--- config.mk ---
export PLATFORM = sky130hd
export DESIGN_NAME = ipv6_header_chain_parser
export DESIGN_NICKNAME = d
export VERILOG_FILES = /design/src/rtl/ihcp_pkg.sv /design/src/rtl/ihcp_walker.sv /design/src/rtl/ihcp_out_buf.sv /design/src/rtl/ipv6_header_chain_parser.sv
export SDC_FILE = /design/constraint.sdc
export NUM_CORES = 2
export LEC_CHECK = 0
export ABC_CLOCK_PERIOD_IN_PS = 29600
export BUFFER_PORTS_ARGS = -buffer_cell sky130_fd_sc_hd__buf_2
export CORE_MARGIN = 8
export CORE_UTILIZATION = 40
export DETAILED_ROUTE_END_ITERATION = 6
export PLACE_DENSITY = 0.68
export SETUP_SLACK_MARGIN = 0.02
export SYNTH_ARGS = -nofsm -noshare
export SYNTH_HDL_FRONTEND = slang
export SYNTH_SLANG_ARGS = --single-unit
--- constraint.sdc ---
create_clock -name clk -period 29.6 [get_ports clk]
set_input_delay 1.48 -clock clk [delete_from_list [all_inputs] [get_ports clk]]
set_output_delay 1.48 -clock clk [all_outputs]
set_load 0.02 [all_outputs]
--- src/rtl/ihcp_pkg.sv ---
// Shared types, constants and helper functions for the IPv6 header chain parser.
package ihcp_pkg;

  localparam logic [15:0] FIXED_LEN    = 16'd40;
  localparam logic [15:0] FIXED_LAST   = 16'd39;
  localparam logic [15:0] POS_MAX      = 16'hFFFF;
  localparam logic [3:0]  IP_VERSION   = 4'd6;

  localparam logic [7:0] NH_HOP_BY_HOP = 8'd0;
  localparam logic [7:0] NH_ROUTING    = 8'd43;
  localparam logic [7:0] NH_FRAGMENT   = 8'd44;
  localparam logic [7:0] NH_DEST_OPTS  = 8'd60;

  typedef enum logic [1:0] {
    PHASE_FIXED,
    PHASE_EXT,
    PHASE_DONE
  } phase_t;

  typedef enum logic [1:0] {
    STATUS_OK,
    STATUS_SHORT,
    STATUS_VERSION,
    STATUS_TRUNC
  } status_t;

  typedef struct packed {
    status_t          status;
    logic [7:0]       tclass;
    logic [19:0]      flow_id;
    logic [15:0]      pay_len;
    logic [7:0]       hop_count;
    logic [7:0]       upper_protocol;
    logic [15:0]      payload_offset;
    logic [3:0][63:0] address;
  } result_t;

  function automatic logic is_option_header(input logic [7:0] t);
    return (t == NH_HOP_BY_HOP) || (t == NH_ROUTING) || (t == NH_DEST_OPTS);
  endfunction

  function automatic logic is_skipped_header(input logic [7:0] t);
    return is_option_header(t) || (t == NH_FRAGMENT);
  endfunction

endpackage

--- src/rtl/ihcp_walker.sv ---
// Input register, header capture and extension chain walk for one byte per cycle while the output buffer has space.
module ihcp_walker (
  input  logic              clk,
  input  logic              rst,
  input  logic              s_tvalid,
  output logic              s_tready,
  input  logic [7:0]        s_tdata,
  input  logic              s_tlast,
  input  logic              space,
  output logic              push,
  output ihcp_pkg::result_t res
);

  logic        in_valid;
  logic [7:0]  in_byte;
  logic        in_last;
  logic        advance;

  logic [15:0]          byte_position, byte_position_next;
  ihcp_pkg::phase_t     phase, phase_next, phase_upd;
  logic [7:0]           current_next, current_next_next, current_next_upd;
  logic [15:0]          extension_end, extension_end_next, extension_end_upd;
  logic [15:0]          header_offset, header_offset_next, header_offset_upd;
  logic [7:0]           pending_next, pending_next_next, pending_next_upd;
  logic [31:0]          first_word, first_word_next;
  logic [23:0]          length_and_hops, length_and_hops_next;
  logic [3:0][63:0]     address_store, address_store_next;

  logic [1:0]  addr_index;
  logic [16:0] offset_plus1;
  logic [16:0] end_fixed;
  logic [17:0] end_option;
  ihcp_pkg::status_t status;

  assign advance  = in_valid && space;
  assign s_tready = !in_valid || space;
  assign push     = advance && in_last;

  always_ff @(posedge clk) begin
    if (rst) begin
      in_valid <= 1'b0;
    end else if (s_tvalid && s_tready) begin
      in_valid <= 1'b1;
    end else if (advance) begin
      in_valid <= 1'b0;
    end
  end

  always_ff @(posedge clk) begin
    if (s_tvalid && s_tready) begin
      in_byte <= s_tdata;
      in_last <= s_tlast;
    end
  end

  assign addr_index   = byte_position[4:3] - 2'd1;
  assign offset_plus1 = {1'b0, header_offset} + 17'd1;
  assign end_fixed    = {1'b0, header_offset} + 17'd7;
  assign end_option   = {2'b00, header_offset} + {7'd0, in_byte, 3'b111};

  always_comb begin
    phase_upd            = phase;
    current_next_upd     = current_next;
    extension_end_upd    = extension_end;
    header_offset_upd    = header_offset;
    pending_next_upd     = pending_next;
    first_word_next      = first_word;
    length_and_hops_next = length_and_hops;
    address_store_next   = address_store;
    unique case (phase)
      ihcp_pkg::PHASE_FIXED: begin
        if (byte_position < 16'd4) begin
          first_word_next = {first_word[23:0], in_byte};
        end else if (byte_position == 16'd4 || byte_position == 16'd5 ||
                     byte_position == 16'd7) begin
          length_and_hops_next = {length_and_hops[15:0], in_byte};
        end else if (byte_position == 16'd6) begin
          current_next_upd = in_byte;
        end else if (byte_position < ihcp_pkg::FIXED_LEN) begin
          address_store_next[addr_index] = {address_store[addr_index][55:0], in_byte};
        end
        if (byte_position == ihcp_pkg::FIXED_LAST) begin
          header_offset_upd = ihcp_pkg::FIXED_LEN;
          phase_upd = ihcp_pkg::is_skipped_header(current_next) ?
                      ihcp_pkg::PHASE_EXT : ihcp_pkg::PHASE_DONE;
        end
      end
      ihcp_pkg::PHASE_EXT: begin
        if (byte_position != ihcp_pkg::POS_MAX) begin
          if (byte_position == header_offset) begin
            pending_next_upd  = in_byte;
            extension_end_upd = end_fixed[16] ? ihcp_pkg::POS_MAX : end_fixed[15:0];
          end else if ({1'b0, byte_position} == offset_plus1 &&
                       ihcp_pkg::is_option_header(current_next)) begin
            extension_end_upd = (end_option[17:16] != 2'b00) ? ihcp_pkg::POS_MAX :
                                end_option[15:0];
          end
          if (byte_position == extension_end_upd) begin
            current_next_upd  = pending_next_upd;
            header_offset_upd = byte_position + 16'd1;
            if (!ihcp_pkg::is_skipped_header(pending_next_upd)) begin
              phase_upd = ihcp_pkg::PHASE_DONE;
            end
          end
        end
      end
      default: begin
      end
    endcase
  end

  always_comb begin
    if (in_last) begin
      byte_position_next = 16'd0;
      phase_next         = ihcp_pkg::PHASE_FIXED;
      current_next_next  = 8'd0;
      extension_end_next = 16'd0;
      header_offset_next = 16'd0;
      pending_next_next  = 8'd0;
    end else begin
      byte_position_next = (byte_position == ihcp_pkg::POS_MAX) ? byte_position :
                           byte_position + 16'd1;
      phase_next         = phase_upd;
      current_next_next  = current_next_upd;
      extension_end_next = extension_end_upd;
      header_offset_next = header_offset_upd;
      pending_next_next  = pending_next_upd;
    end
  end

  always_ff @(posedge clk) begin
    if (rst) begin
      byte_position <= 16'd0;
      phase         <= ihcp_pkg::PHASE_FIXED;
      current_next  <= 8'd0;
      extension_end <= 16'd0;
      header_offset <= 16'd0;
      pending_next  <= 8'd0;
    end else if (advance) begin
      byte_position <= byte_position_next;
      phase         <= phase_next;
      current_next  <= current_next_next;
      extension_end <= extension_end_next;
      header_offset <= header_offset_next;
      pending_next  <= pending_next_next;
    end
  end

  always_ff @(posedge clk) begin
    if (advance) begin
      first_word      <= first_word_next;
      length_and_hops <= length_and_hops_next;
      address_store   <= address_store_next;
    end
  end

  always_comb begin
    if (first_word_next[31:28] != ihcp_pkg::IP_VERSION) begin
      status = ihcp_pkg::STATUS_VERSION;
    end else if (phase_upd == ihcp_pkg::PHASE_EXT) begin
      status = ihcp_pkg::STATUS_TRUNC;
    end else begin
      status = ihcp_pkg::STATUS_OK;
    end
  end

  always_comb begin
    if (byte_position < ihcp_pkg::FIXED_LAST) begin
      res        = '0;
      res.status = ihcp_pkg::STATUS_SHORT;
    end else begin
      res.status         = status;
      res.tclass         = first_word_next[27:20];
      res.flow_id        = first_word_next[19:0];
      res.pay_len        = length_and_hops_next[23:8];
      res.hop_count      = length_and_hops_next[7:0];
      res.upper_protocol = (status == ihcp_pkg::STATUS_OK) ? current_next_upd : 8'd0;
      res.payload_offset = (status == ihcp_pkg::STATUS_OK) ? header_offset_upd : 16'd0;
      res.address        = address_store_next;
    end
  end

endmodule

--- src/rtl/ihcp_out_buf.sv ---
// Result register with a skid entry so the walker keeps taking bytes during a stall until the skid entry is full.
module ihcp_out_buf (
  input  logic              clk,
  input  logic              rst,
  input  logic              push,
  input  ihcp_pkg::result_t res,
  output logic              space,
  output logic              m_tvalid,
  input  logic              m_tready,
  output ihcp_pkg::result_t m_res
);

  logic              skid_valid;
  ihcp_pkg::result_t skid;
  logic              main_free;
  logic              take_skid;
  logic              take_push;
  logic              skid_load;

  assign space     = !skid_valid;
  assign main_free = !m_tvalid || m_tready;
  assign take_skid = main_free && skid_valid;
  assign take_push = main_free && !skid_valid && push;
  assign skid_load = !main_free && push;

  always_ff @(posedge clk) begin
    if (rst) begin
      m_tvalid   <= 1'b0;
      skid_valid <= 1'b0;
    end else begin
      if (main_free) begin
        m_tvalid <= skid_valid || push;
      end
      if (take_skid) begin
        skid_valid <= 1'b0;
      end else if (skid_load) begin
        skid_valid <= 1'b1;
      end
    end
  end

  always_ff @(posedge clk) begin
    if (take_skid) begin
      m_res <= skid;
    end else if (take_push) begin
      m_res <= res;
    end
    if (skid_load) begin
      skid <= res;
    end
  end

endmodule

--- src/rtl/ipv6_header_chain_parser.sv ---
// Top level of the IPv6 fixed header and extension header chain parser.
//
//   Channel  Direction  Contents
//   s_*      in         one packet byte per transfer, tlast on the final byte
//   m_*      out        one parse result per packet, status in tuser
//
// One byte is taken per cycle while the skid entry is free; the walk holds no loop across cycles.
// A result is registered in the output buffer once the final byte leaves the input register;
// a full skid entry can hold the final byte back.
// A stalled result sits in the output register and a skid entry keeps input flowing
// until both are full.
// Reset clears the parse position and phase; a packet then starts at byte zero.
module ipv6_header_chain_parser (
  input  logic         clk,
  input  logic         rst,
  input  logic         s_tvalid,
  output logic         s_tready,
  input  logic [7:0]   s_tdata,  // packet_byte
  input  logic         s_tlast,
  output logic         m_tvalid,
  input  logic         m_tready,
  output logic [335:0] m_tdata,  // tclass, flow_id, pay_len, hop_count,
                                 // upper_protocol, payload_offset, source_high, source_low,
                                 // destination_high, destination_low, zero fill
  output logic [1:0]   m_tuser   // status
);

  logic              space;
  logic              push;
  ihcp_pkg::result_t res;
  ihcp_pkg::result_t m_res;

  ihcp_walker u_walker (
    .clk      (clk),
    .rst      (rst),
    .s_tvalid (s_tvalid),
    .s_tready (s_tready),
    .s_tdata  (s_tdata),
    .s_tlast  (s_tlast),
    .space    (space),
    .push     (push),
    .res      (res)
  );

  ihcp_out_buf u_out_buf (
    .clk      (clk),
    .rst      (rst),
    .push     (push),
    .res      (res),
    .space    (space),
    .m_tvalid (m_tvalid),
    .m_tready (m_tready),
    .m_res    (m_res)
  );

  assign m_tuser = m_res.status;
  assign m_tdata = {4'd0, m_res.address[3], m_res.address[2], m_res.address[1],
                    m_res.address[0], m_res.payload_offset, m_res.upper_protocol,
                    m_res.hop_count, m_res.pay_len, m_res.flow_id,
                    m_res.tclass};

endmodule

* Word-level counts from Yosys, hierarchy flattened *
Cells that the tools add are included.
W data, S select, Z words.

operators by class
  add/sub/neg operators = 5
  magnitude comparators = 5
  eq/ne operators = 20
  multiplexer cells = 60
  reductions and logical operators = 36

operators by type and width
  kind                     count
  $mux W256                5
  $mux W334                3
  $bwmux W256              1
  $mux W16                 16
  $bmux W64 S2             1
  $demux W64 S2            1
  $mux W8                  13
  $mux W24                 3
  $eq A16 B3 Y1 const B    4
  $mux W32                 2
  $mux W64                 1
  $mux W56                 1
  $eq A8 B6 Y1 const B     6
  $eq A16 B16 Y1           2
  $lt A16 B6 Y1 const B    2
  $pmux W16 S2             1
  $add A16 B1 Y17 const B  1
  $add A16 B11 Y17         1
  $add A16 B3 Y17 const B  1
  $eq A16 B17 Y1           1
  $add A16 B1 Y16 const B  1
  $eq A16 B16 Y1 const B   1
  $eq A16 B6 Y1 const B    1
  $logic_not A8 Y1         2
  20 further kinds         55

word-level totals
  register bits = 1058
  input port bits = 13
  output and inout port bits = 340
  logic and storage cells = 165

* Logic depth before layout (Yosys ltp) *
  depth in word-level cells = 20
  depth in mapped cells = 20
  gate-level depth less buffers = 14

* Modules after synthesis *
Synthesis repeated with hierarchy kept, for this count alone.

second synthesis, totals
  cells, all modules = 3117
  area total of the unflattened synthesis = 49593.8 um^2

modules (own cells, without submodules)
  module                    instances  cells an instance  area an instance (um^2)
  ihcp_out_buf              1          1050               25346.8
  ihcp_walker               1          2062               24213.2
  ipv6_header_chain_parser  1          5                  33.8

* Least setup slack after synthesis *
Ideal clock, no wire load.

  path kind = input -> register
  start = input port m_tready
  end = register u_out_buf.skid[0] (netlist bit), enable pin
  library setup time = 1.438 ns
  arrival = 24.099 ns
  setup slack = 4.063 ns
  stages = 3
  buffers on the path = 0
  path through = inv_1 > nand2_1 > nor3_1

between the ends
  longest elaborated chain between the ends = 3

ends and longest elaborated chain
  element                  line                            source
  start, declared          ipv6_header_chain_parser.sv:21  input logic m_tready,
  $logic_or A1 B1 Y1       ihcp_out_buf.sv:21              assign main_free = !m_tvalid || m_tready;
  $logic_not A1 Y1         ihcp_out_buf.sv:24              assign skid_load = !main_free && push;
  $logic_and A1 B1 Y1      ihcp_out_buf.sv:24
  net u_out_buf.skid_load  ihcp_out_buf.sv:18              logic skid_load;
  end signal, assigned     ihcp_out_buf.sv:49              skid <= res;
  end, declared            ihcp_out_buf.sv:14              ihcp_pkg::result_t skid;

The timed path passes the listed nets, and every way through them passes these cells.
A chain may end at the register's enable or synchronous reset.

* Final worst setup path *
  start = register u_walker.header_offset[3]
  end = register u_walker.header_offset[1]

between the ends
  longest elaborated chain between the ends = 12
  elaborated cells on any way between the ends = 18

ends and longest elaborated chain
  element                                                      line                                  source
  start, declared                                              ihcp_walker.sv:23                     logic [15:0] header_offset, header_offset_next, header_offset_upd;
  start signal, assigned                                       ihcp_walker.sv:144                    header_offset <= header_offset_next;
  $add A16 B1 Y17 / $add A16 B11 Y17 (equally long branches)   ihcp_walker.sv:57, ihcp_walker.sv:59
  $eq A16 B17 Y1 / $reduce_bool A2 Y1 (equally long branches)  ihcp_walker.sv:93, ihcp_walker.sv:95
  $logic_and A1 B1 Y1 / $mux W16 (equally long branches)       ihcp_walker.sv:93, ihcp_walker.sv:95
  $mux W16                                                     ihcp_walker.sv:93                     end else if ({1'b0, byte_position} == offset_plus1 &&
  $mux W16 (*)                                                 ihcp_walker.sv:90                     if (byte_position == header_offset) begin
  $mux W16 (*)                                                 ihcp_walker.sv:89                     if (byte_position != ihcp_pkg::POS_MAX) begin
  $mux W16 (*)                                                 ihcp_walker.sv:70                     unique case (phase)
  $eq A16 B16 Y1 (*)                                           ihcp_walker.sv:98                     if (byte_position == extension_end_upd) begin
  $mux W16 (*)                                                 ihcp_walker.sv:98
  $mux W16 (*)                                                 ihcp_walker.sv:89
  $pmux W16 S2 (*)                                             ihcp_walker.sv:70
  $mux W16 (*)                                                 ihcp_walker.sv:113                    if (in_last) begin

Mark *: on every way between the ends. The rest lies on a longest branch, timed or not. The select of a mux whose other input is x is not followed.

==> flow_summary.ini <==
[final_layout]
finalInstanceArea_sq_mm = 0.0545
fin_nets = 3498
syn2layout_area_growth_pct = 14.9
mostFrequentLayoutCell = edfxtp_1
layout_common_cells = edfxtp_1, mux2_2, buf_2
drive_gt1_share_pct = 34.3

[timing]
setup_tns_ps = 0
period_needed_ps = 6310
fin_skew_ps = 39.6
fmax_ghz = 0.158
slew_headroom_pct = 19.5
post-route-period-util_pct = 21.3
hold_ws_ps = 495
slew_violations = 0
rsz0062_at_grt = false
fin_ws_ps = 23290
tightest_slew_ps = 1200
setup_violations = 0
hold_violations = 0

[synthesis]
synthCells = 3169
netlist_area_sq_mm = 0.0474
ys_seq_area_share_pct = 65.5
synth_cell_types = 81
synth_edf_count = 989
synthArstFlopShare_pct = 0
ys.flop_type = edfxtp_1
yosysWarnings = 0
avgSynthCellArea_sq_um = 15.0
ys_ff_latch = 1058

[drt]
dr.pass1.iters = 6
drc = 0
wire_per_inst_um = 24.7
drtIter0Drc = 2682
drtAntennaViolNets = 0
vias = 28100
vias_per_cell = 5.51
drt-total-wl_um = 126000

[worst_setup_path]
crit_start = u_walker.header_offset[3]$_SDFFE_PP0P_
start_kind = flip-flop
ff2ff_path_depth = 13
cp-end-kind = flip-flop
cp_cell_sequence = nand2_1, nor4_1, mux2_2, nor4_1, and4_1, and4_1, a21oi_1, or4_1, or4_1, nor3_4, buf_4, o21bai_1, a22o_1
worstSetupPathType = reg -> reg
cp_slowest_cell = or4_1
critPathMaxStageDelay_ps = 830
required_ps = 30170
r2r-end = u_walker.header_offset[1]$_SDFFE_PP0P_
cp_max_fo = 22
arrival_ps = 6880
r2r_start = u_walker.header_offset[3]$_SDFFE_PP0P_
r2r_setup_slack_ps = 23290

[global_routing]
grt_pass1_wl_um = 188000
grt_usage_pct = 18.6
overflow = 0
antenna_found_initial = 6
grt_max_degree = 148
grt_pass1_vias = 28200

[clocking]
cts.sinks = 1058
cts_max_level = 3
clock_tree.root_cell = clkbuf_16
tritoncts = yes
cts_buffer_depth = 3
cts_setup_buffers = 0
cts_buffers = 109
holdBufCountCts = 0
postCtsResizedCells = 0
clk_pin_slew_ps = 60
clkLatencyLatePin_ps = 710

[pwr]
ir_drop_mv = 0.0493
p_leak_nw = 19.6
powerDensity_mw_per_mm2 = 59.7
fin_total_pwr_mw = 3.25

[place]
routabilityCongestion = 0.905
dp_hpwl_um = 81600
port-buffer-count = 348
place_ws_ps = 23460
place_area_sq_mm = 0.0507

[worst_hold_path]
hold_end = u_walker.extension_end[1]$_SDFFE_PP0P_
min_path_type = reg -> reg
min_path_cells = 2
hold_path.startpoint = u_walker.extension_end[1]$_SDFFE_PP0P_

[floorplanning]
die_h_um = 360
die_area_sq_mm = 0.130
coreArea_sq_mm = 0.118
top_level_ports = 353
chipWidth_um = 360
start_util_pct = 40.2
num_rows = 126

[flow_run]
cap_violations = 0

[status]
outcome = completed
[synthesized netlist by cell type (40+ instances only)]
master | count | share of area (%)
a21oi_1 | 72 | 0.76
and2_1 | 292 | 3.9
clkbuf_1 | 171 | 1.4
dfxtp_1 | 69 | 2.9
edfxtp_1 | 989 | 63
inv_1 | 59 | 0.47
mux2_2 | 566 | 13
mux2i_1 | 55 | 1.2
mux4_2 | 56 | 2.7
nand2_1 | 143 | 1.1
nor2_1 | 133 | 1.1
nor3_1 | 44 | 0.46
o21ai_0 | 53 | 0.56
o31ai_1 | 40 | 0.63
[flip-flops by register name, indices dropped and copies added, names as in the netlist, 2 cells and up]
signal	flops
u_out_buf.m_res	334
u_walker.length_and_hops	24
u_walker.extension_end	16
u_walker.byte_position	16
u_walker.pending_next	8
u_walker.first_word	32
u_walker.current_next	8
u_walker.in_byte	8
u_walker.phase	2
u_walker.header_offset	16
u_out_buf.skid	334
u_walker.address_store	256
[worst max-delay path by stage]
stage / to / slack, ps
after global placement: u_walker.header_offset[1]$_SDFFE_PP0P_ / 23550
after global routing: u_walker.header_offset[7]$_SDFFE_PP0P_ / 23050
final: u_walker.header_offset[1]$_SDFFE_PP0P_ / 23290
after detailed placement: u_walker.header_offset[9]$_SDFFE_PP0P_ / 23460
after floorplan: u_out_buf.skid[0]$_DFFE_PP_ / 4060
after CTS: u_walker.header_offset[7]$_SDFFE_PP0P_ / 23440
[cell families after synthesis]
| group | after synthesis | synth area share, % |
|---|---|---|
| AND/OR/NAND/NOR | 772 | 8.76 |
| XOR/XNOR | 60 | 1.12 |
| multiplexers | 677 | 17.3 |
| other | 1 | 0.00790 |
| buffers and inverters | 269 | 2.34 |
| AO/OA/AOI/OAI | 313 | 4.50 |
| adder cells (fa/ha/maj) | 19 | 0.501 |
| flip-flops | 1058 | 65.5 |
[worst max-delay path: cells and delay by family, from the launching register on]
family / cells / cell delay, ps
AND/OR/NAND/NOR: 8 / 3920
buffers and inverters: 1 / 330
flip-flops: 1 / 690
multiplexers: 1 / 420
AO/OA/AOI/OAI: 3 / 790
[layout make-up]
class	instances	area (sq um)
Clock inverter	74	995
Clock buffer	132	2850
Multi-Input combinational cell	1845	15400
Sequential cell	1058	31100
Tap cell	1536	1920
Antenna cell	2	5.00
Timing Repair Buffer	393	2090
Fill cell	10300	63400
Inverter	59	229
[report_power, final]
group	leakage, nW	switching (mW)	internal (mW)	total, mW
Combinational	7.94	0.0733	0.0305	0.104
Clock	1.85	0.607	0.873	1.48
Sequential	9.77	0.0144	1.66	1.67
[routing by layer]
metal  global-route usage (%)  up-vias  share of wire, %
met2                     29.3      938                46
met1                     26.1    14400                44
li1                         -    12600                 -
met3                     4.45      174               7.3
met5                        0        -                 0
met4                     4.60        0               2.1
[stage by stage]
step,cells,util [%]
floorplan,3172,-
global placement,4891,43.0
detailed placement,4891,43.0
global route,5097,46.2
CTS,5097,46.2
finish,5099,46.2
Power figures use the tool's default switching activity.
